==> src/sv/sorted_priority_table_core_assert.svh <==
// Assertion macros for the sorted priority table core.
// Expects clk and rst_n in the scope of each use.
`ifndef SORTED_PRIORITY_TABLE_CORE_ASSERT_SVH
`define SORTED_PRIORITY_TABLE_CORE_ASSERT_SVH

// check the consequent in the cycle after the antecedent
`define SPT_ASSERT_NEXT(label, ante, cons, msg) \
    label: assert property (@(posedge clk) disable iff (!rst_n) (ante) |=> (cons)) \
        else $error(msg);

// check the consequent in the same cycle as the antecedent
`define SPT_ASSERT_SAME(label, ante, cons, msg) \
    label: assert property (@(posedge clk) disable iff (!rst_n) (ante) |-> (cons)) \
        else $error(msg);

`endif

==> src/sv/spt_pkg.sv <==
// Shared types, codes and constants of the sorted priority table.
// No dependencies; used by spt_cell and sorted_priority_table_core.
package spt_pkg;

    localparam int SPT_DEPTH = 16;
    localparam int POS_W     = 5;
    localparam int CNT_OUT_W = 5;

    localparam logic [2:0] REQ_INSERT = 3'd0;
    localparam logic [2:0] REQ_DELETE = 3'd1;
    localparam logic [2:0] REQ_UPDATE = 3'd2;
    localparam logic [2:0] REQ_CLEAR  = 3'd3;
    localparam logic [2:0] REQ_READ   = 3'd4;

    localparam logic [1:0] ST_OK     = 2'd0;
    localparam logic [1:0] ST_FULL   = 2'd1;
    localparam logic [1:0] ST_BADPOS = 2'd2;
    localparam logic [1:0] ST_EMPTY  = 2'd3;

    typedef enum logic [1:0] {
        CELL_HOLD,
        CELL_INSERT,
        CELL_DELETE,
        CELL_UPDATE
    } cell_op_t;

    typedef struct packed {
        logic [15:0] prio;
        logic [31:0] tag;
        logic [31:0] price;
    } entry_t;

    typedef struct packed {
        cell_op_t           op;
        entry_t             data;
        logic [POS_W-1:0]   idx;
    } cell_cmd_t;

endpackage

==> src/sv/spt_cell.sv <==
// One slot of the sorted table: holds an entry and shifts with its neighbours.
// Depends on spt_pkg.
module spt_cell
    import spt_pkg::*;
#(
    parameter int INDEX = 0
)
(
    input  logic      clk,
    input  cell_cmd_t cmd,
    input  logic      valid,
    input  logic      ge_left,
    input  entry_t    left,
    input  entry_t    right,
    output logic      ge,
    output entry_t    entry
);

    entry_t entry_reg;
    entry_t entry_next;

    assign ge    = valid && (entry_reg.prio >= cmd.data.prio);
    assign entry = entry_reg;

    always_comb
    begin
        entry_next = entry_reg;
        case (cmd.op)
            CELL_INSERT:
            begin
                if (!ge)
                begin
                    entry_next = ge_left ? cmd.data : left;
                end
            end
            CELL_DELETE:
            begin
                if (INDEX >= int'(cmd.idx))
                begin
                    entry_next = right;
                end
            end
            CELL_UPDATE:
            begin
                if (INDEX == int'(cmd.idx))
                begin
                    entry_next.price = cmd.data.price;
                end
            end
            default:
            begin
            end
        endcase
    end

    always_ff @(posedge clk)
    begin
        entry_reg <= entry_next;
    end

endmodule

==> src/sv/sorted_priority_table_core.sv <==
// Top level of the sorted priority table: request decode, cell row, result register.
// Depends on spt_pkg, spt_cell and sorted_priority_table_core_assert.svh.
//
//  channel  dir  word fields (low bit up)
//  s_*      in   req_type, priority_req, item_tag, price, position
//  m_*      out  status, count, out_priority, out_tag, out_price
//
// One word per cycle while m_tready is high: every cell updates in the cycle a request is accepted,
// and the result lands in the output register on the same edge.
// Reset clears the entry count and the output valid; the cells keep their data.
// While a result waits and m_tready is low, s_tready is low too.
module sorted_priority_table_core
    import spt_pkg::*;
#(
    parameter int DEPTH = SPT_DEPTH
)
(
    input  logic        clk,
    input  logic        rst_n,
    input  logic        s_tvalid,
    output logic        s_tready,
    input  logic [87:0] s_tdata,  // req_type, priority_req, item_tag, price, position
    output logic        m_tvalid,
    input  logic        m_tready,
    output logic [87:0] m_tdata   // status, count, out_priority, out_tag, out_price, pad
);

    `include "sorted_priority_table_core_assert.svh"

    localparam int CW   = $clog2(DEPTH + 1);
    localparam int CMPW = (CW > POS_W) ? CW : POS_W;
    localparam int RDN  = (DEPTH < 31) ? DEPTH : 31;

    logic [2:0]       req_type;
    entry_t           req_data;
    logic [POS_W-1:0] position;
    logic [POS_W-1:0] idx;

    logic [CW-1:0] count_reg;
    logic [CW-1:0] count_next;
    logic          out_valid_reg;
    logic [87:0]   out_data_reg;

    logic       accept;
    logic       full;
    logic       empty;
    logic       bad_pos;
    logic       rd_ok;
    logic [1:0] status;
    entry_t     rd_entry;
    cell_cmd_t  cmd;

    entry_t cell_q [DEPTH];
    logic   cell_ge [DEPTH];

    assign req_type       = s_tdata[2:0];
    assign req_data.prio  = s_tdata[18:3];
    assign req_data.tag   = s_tdata[50:19];
    assign req_data.price = s_tdata[82:51];
    assign position       = s_tdata[87:83];
    assign idx            = position - POS_W'(1);

    assign s_tready = !out_valid_reg || m_tready;
    assign accept   = s_tvalid && s_tready;
    assign m_tvalid = out_valid_reg;
    assign m_tdata  = out_data_reg;

    assign full    = (CMPW'(count_reg) >= CMPW'(DEPTH));
    assign empty   = (count_reg == '0);
    assign bad_pos = (position == '0) || (CMPW'(position) > CMPW'(count_reg));

    always_comb
    begin
        status     = ST_OK;
        count_next = count_reg;
        rd_ok      = 1'b0;
        cmd.op     = CELL_HOLD;
        cmd.data   = req_data;
        cmd.idx    = idx;
        case (req_type)
            REQ_INSERT:
            begin
                if (full)
                begin
                    status = ST_FULL;
                end
                else
                begin
                    cmd.op     = CELL_INSERT;
                    count_next = count_reg + CW'(1);
                end
            end
            REQ_DELETE, REQ_UPDATE, REQ_READ:
            begin
                if (empty)
                begin
                    status = ST_EMPTY;
                end
                else if (bad_pos)
                begin
                    status = ST_BADPOS;
                end
                else
                begin
                    case (req_type)
                        REQ_DELETE:
                        begin
                            cmd.op     = CELL_DELETE;
                            count_next = count_reg - CW'(1);
                        end
                        REQ_UPDATE:
                        begin
                            cmd.op = CELL_UPDATE;
                        end
                        default:
                        begin
                            rd_ok = 1'b1;
                        end
                    endcase
                end
            end
            REQ_CLEAR:
            begin
                count_next = '0;
            end
            default:
            begin
            end
        endcase
        if (!accept)
        begin
            cmd.op = CELL_HOLD;
        end
    end

    always_comb
    begin
        rd_entry = '0;
        for (int i = 0; i < RDN; i++)
        begin
            if (rd_ok && (idx == POS_W'(i)))
            begin
                rd_entry = cell_q[i];
            end
        end
    end

    for (genvar g = 0; g < DEPTH; g++)
    begin : g_cell
        spt_cell #(
            .INDEX (g)
        ) u_cell (
            .clk     (clk),
            .cmd     (cmd),
            .valid   (CW'(g) < count_reg),
            .ge_left ((g == 0) ? 1'b1 : cell_ge[(g == 0) ? 0 : g - 1]),
            .left    (cell_q[(g == 0) ? 0 : g - 1]),
            .right   (cell_q[(g == DEPTH - 1) ? g : g + 1]),
            .ge      (cell_ge[g]),
            .entry   (cell_q[g])
        );
    end

    always_ff @(posedge clk or negedge rst_n)
    begin
        if (!rst_n)
        begin
            count_reg     <= '0;
            out_valid_reg <= 1'b0;
        end
        else
        begin
            if (accept)
            begin
                count_reg     <= count_next;
                out_valid_reg <= 1'b1;
            end
            else if (m_tready)
            begin
                out_valid_reg <= 1'b0;
            end
        end
    end

    always_ff @(posedge clk)
    begin
        if (accept)
        begin
            out_data_reg <= {1'b0, rd_entry.price, rd_entry.tag, rd_entry.prio,
                             CNT_OUT_W'(count_next), status};
        end
    end

    `SPT_ASSERT_SAME(a_count_bound, 1'b1, CMPW'(count_reg) <= CMPW'(DEPTH),
        "entry count beyond depth")
    `SPT_ASSERT_NEXT(a_full_insert, accept && (req_type == REQ_INSERT) && full,
        $stable(count_reg) && m_tvalid && (m_tdata[1:0] == ST_FULL),
        "insert into full table altered count or missed status")
    `SPT_ASSERT_NEXT(a_clear, accept && (req_type == REQ_CLEAR),
        (count_reg == '0) && (m_tdata[6:2] == '0), "clear left entries")
    `SPT_ASSERT_SAME(a_err_zero, m_tvalid && (m_tdata[1:0] != ST_OK),
        m_tdata[86:7] == '0, "error result carries entry data")

endmodule

==> config.mk <==
export PLATFORM = sky130hd
export DESIGN_NAME = sorted_priority_table_core
export DESIGN_NICKNAME = d
export VERILOG_FILES = /design/src/sv/spt_pkg.sv /design/src/sv/spt_cell.sv /design/src/sv/sorted_priority_table_core.sv
export VERILOG_INCLUDE_DIRS = /design/src /design/src/sv
export SDC_FILE = /design/constraint.sdc
export NUM_CORES = 2
export LEC_CHECK = 0
export ABC_AREA = 1
export BUFFER_PORTS_ARGS = -buffer_cell sky130_fd_sc_hd__buf_2
export CAP_MARGIN = 30
export CORE_ASPECT_RATIO = 1.1
export CORE_MARGIN = 2
export CORE_UTILIZATION = 26
export DETAILED_ROUTE_END_ITERATION = 12
export PLACE_DENSITY_LB_ADDON = 0.08
export SYNTH_ARGS = -nofsm -noshare
export SYNTH_HDL_FRONTEND = slang
export SYNTH_SLANG_ARGS = --single-unit
==> constraint.sdc <==
create_clock -name clk -period 6.83 [get_ports clk]
set_input_delay 1.366 -clock clk [delete_from_list [all_inputs] [get_ports clk]]
set_output_delay 1.366 -clock clk [all_outputs]
set_load 0.01 [all_outputs]
==> impl_metrics.csv <==
group,metric,value,unit
run_status,outcome,"complete, but fails checks",
run_status,violations,"slew limit",
timing,clock.fmax,191,MHz
detailed_routing,detail_route.wl_per_cell,29.2,um
timing,maxSlewHeadroom,-10.1,%
die,die_w,556,um
logic_synthesis,yosys_warnings,0,
critical_path,crit_type,"reg -> reg",
grt,grt_pass1_vias,80300,
timing,maxSlewViolCount,118,
logic_synthesis,synth.top_cells.by_area,"edfxtp_1 47%, o21ai_0 11%, nand2_1 9.3%",
timing,worst_slew_pin_slew,1.65,ns
logic_synthesis,synthDistinctLibCells,56,
clock_tree,htree_levels,4,
power_and_ir_drop,pwr_density_cell,244,mW/mm^2
die,die_height,611,um
detailed_routing,ant_nets,0,
grt,grt_overflow,0,
timing,fin_skew,0.0746,ns
final_layout,area_growth,14.0,%
logic_synthesis,synth_edf_count,1367,
grt,grt_use_met1,33.7,%
clock_tree,clk_latency,0.91,ns
clock_tree,cts_resized,0,
final_layout,drive_above_1_share,7.33,%
place,placed_cell_area,0.0936,mm^2
logic_synthesis,synth_top_area_share,47.2,%
detailed_routing,vias_per_cell,5.46,
logic_synthesis,synth_largest_area_cell,"edfxtp_1",
timing,tns,0,ns
detailed_routing,drt_wl_total,439,mm
clock_tree,cts_tree,"built",
die,initial_utilization,26.2,%
grt,grtUsageTotal,25.1,%
final_layout,fin_nets,10900,
final_layout,largest_register_ffs,1280,
die,core_area,0.333,mm^2
final_layout,final_area,0.0993,mm^2
logic_synthesis,syn_inst,10800,
detailed_routing,drc_errors,0,
logic_synthesis,synth_nets,11100,
place,gp_congestion,0.817,
critical_path,crit_fanout,224,
logic_synthesis,synth_area,0.0870,mm^2
place,hpwl,256,mm
logic_synthesis,yosysSeqAreaShare,47.3,%
power_and_ir_drop,peakVddDrop,179,uV
detailed_routing,drtPass1Iterations,6,
detailed_routing,drt_iter0_markers,8805,
clock_tree,cts_setup_buffers,0,
logic_synthesis,synth_area_per_cell,8.08,um^2
critical_path,endpoint_kind,"flip-flop",
clock_tree,cts_buffers,189,
grt,grt_use_met2,41.3,%
clock_tree,cts_sinks,1373,
timing,final-setup-viol-count,0,
clock_tree,clk_pin_slew_worst_paths,0.06,ns
run,maxCapViolCount,0,
logic_synthesis,async_flop_share,0.437,%
die,die_area,0.339,mm^2
die,fp-row-count,222,
worst_hold_path,hp-class,"in -> async",
grt,gr-max-usage-layer,"met2",
timing,min_period_over_period,76.9,%
power_and_ir_drop,p_leak,39.7,nW
place,portBuffers,180,
clock_tree,ctsHoldBuffers,0,
timing,rsz0062_at_grt,"false",
grt,grt_max_degree,251,
timing,final_hold_viol_count,0,
timing,fin_ws,1.58,ns
timing,min_period,5.25,ns
die,num_io_pins,182,
critical_path,cp.required,7.39,ns
grt,grt_pass1_wl,619,mm
clock_tree,clockBufferDepth,4,
grt,grt_antenna_before_repair,55,
detailed_routing,vias,82100,
logic_synthesis,synth_seq_cells,1373,
critical_path,crit_arrival,5.81,ns
logic_synthesis,synthFlopType,"edfxtp_1",
clock_tree,cts-root-buf,"clkbuf_16",
critical_path,start_kind,"flip-flop",
place,pre_cts_ws,0.993,ns
grt,globalRouteMet3Util,3.46,%
[cell type report]
class	instances	area, um^2
Antenna cell	21	52.6
Clock buffer	240	4920
Clock inverter	93	691
Fill cell	35700	233000
Inverter	1355	5150
Multi-Input combinational cell	7163	37800
Sequential cell	1373	41200
Tap cell	4368	5470
Timing Repair Buffer	433	4030
[stage by stage]
stage,instances,utilization (%),hold slack (ns),power [mW]
2_1_floorplan,10800,-,0.520,12.9
3_3_place_gp,14700,28.1,0.504,14.7
3_5_place_dp,14700,28.1,0.522,14.8
4_1_cts,15000,29.8,0.298,24.5
5_1_grt,15000,29.8,0.324,25.2
6_report,15000,29.8,0.351,24.3
[path summary, 6_finish.rpt]
check                                              to  depth (start not counted)  slack (ns)                   startpoint
max in group asynchronous                count_reg[0]                          1        6.30                        rst_n
max reg2reg                g_cell[6].u_cell.entry[55]                         12        1.58                 count_reg[4]
max                        g_cell[6].u_cell.entry[55]                         12        1.58                 count_reg[4]
min reg2reg                               m_tdata[34]                          2        0.52  g_cell[15].u_cell.entry[43]
min in group clk                          m_tdata[34]                          2        0.52  g_cell[15].u_cell.entry[43]
min                                      count_reg[1]                          1        0.35                        rst_n
[cells in the mapped netlist (all sizes together) (6+ instances only)]
| cell | n |
|---|---|
| nand2 | 2166 |
| o21ai | 2078 |
| edfxtp | 1367 |
| inv | 1351 |
| a21oi | 1051 |
| clkbuf | 750 |
| o211ai | 472 |
| nand3 | 442 |
| ha | 274 |
| nor2 | 259 |
| o221ai | 160 |
| buf | 138 |
| o22ai | 62 |
| o21a | 34 |
| nor3 | 32 |
| nand4 | 24 |
| a22oi | 19 |
| a21boi | 18 |
| nand3b | 11 |
| o21bai | 9 |
| a31oi | 7 |
| a21o | 6 |
| dfrtp | 6 |
| o2111ai | 6 |
| o31ai | 6 |
[kinds of logic (layout without fill, tap and decap cells)]
family	count (synthesis)	after routing	synth area share [%]
compound gates	3948	3948	25.2
simple gates	2938	2938	13.7
buf+inv	2243	2121	9.82
flops	1373	1373	47.3
fa+ha+maj	274	274	3.94
xor+xnor	2	2	0.0201
other cells	1	22	0.00431
[critical path, stage by stage (launching register included)]
cell and delay [ns]:
dfrtp_1 0.62, inv_4 0.17, nand2_4 0.68, nor2_4 0.08, nand2_2 0.17, nand3_2 0.18
nor3_1 0.61, ha_4 0.35, buf_4 0.54, buf_12 0.49, a21oi_1 0.07, o21ai_0 0.13
o21ai_0 0.13
[cell usage in the layout (no fill, tap or decap), types with 51 or more instances in the layout]
cell type	n
o21ai_0	1931
buf_2	180
nand2_1	2137
o22ai_1	62
o21ai_1	145
ha_1	272
o221ai_1	159
edfxtp_1	1367
a21oi_1	1050
inv_1	1324
clkbuf_1	51
clkbuf_16	189
nor2_1	233
clkinv_1	53
o211ai_1	470
nand3_1	437
buf_12	92
buf_4	157
[per-layer routing]
layer | share of wire (%) | wire length [um] | vias to the layer above
met3 | 6.4 | 28000 | 699
met5 | 0.021 | 91 | -
li1 | - | - | 37000
met4 | 3.6 | 15700 | 14
met1 | 43 | 190000 | 41100
met2 | 47 | 205000 | 3318
[power by group]
| group | internal (mW) | switching, mW | total [mW] |
|---|---|---|---|
| sequential | 10.1 | 0.240 | 10.4 |
| clock | 5.37 | 4.26 | 9.62 |
| combinational | 1.19 | 3.08 | 4.28 |
No activity file was read; power rests on OpenSTA's default activity.
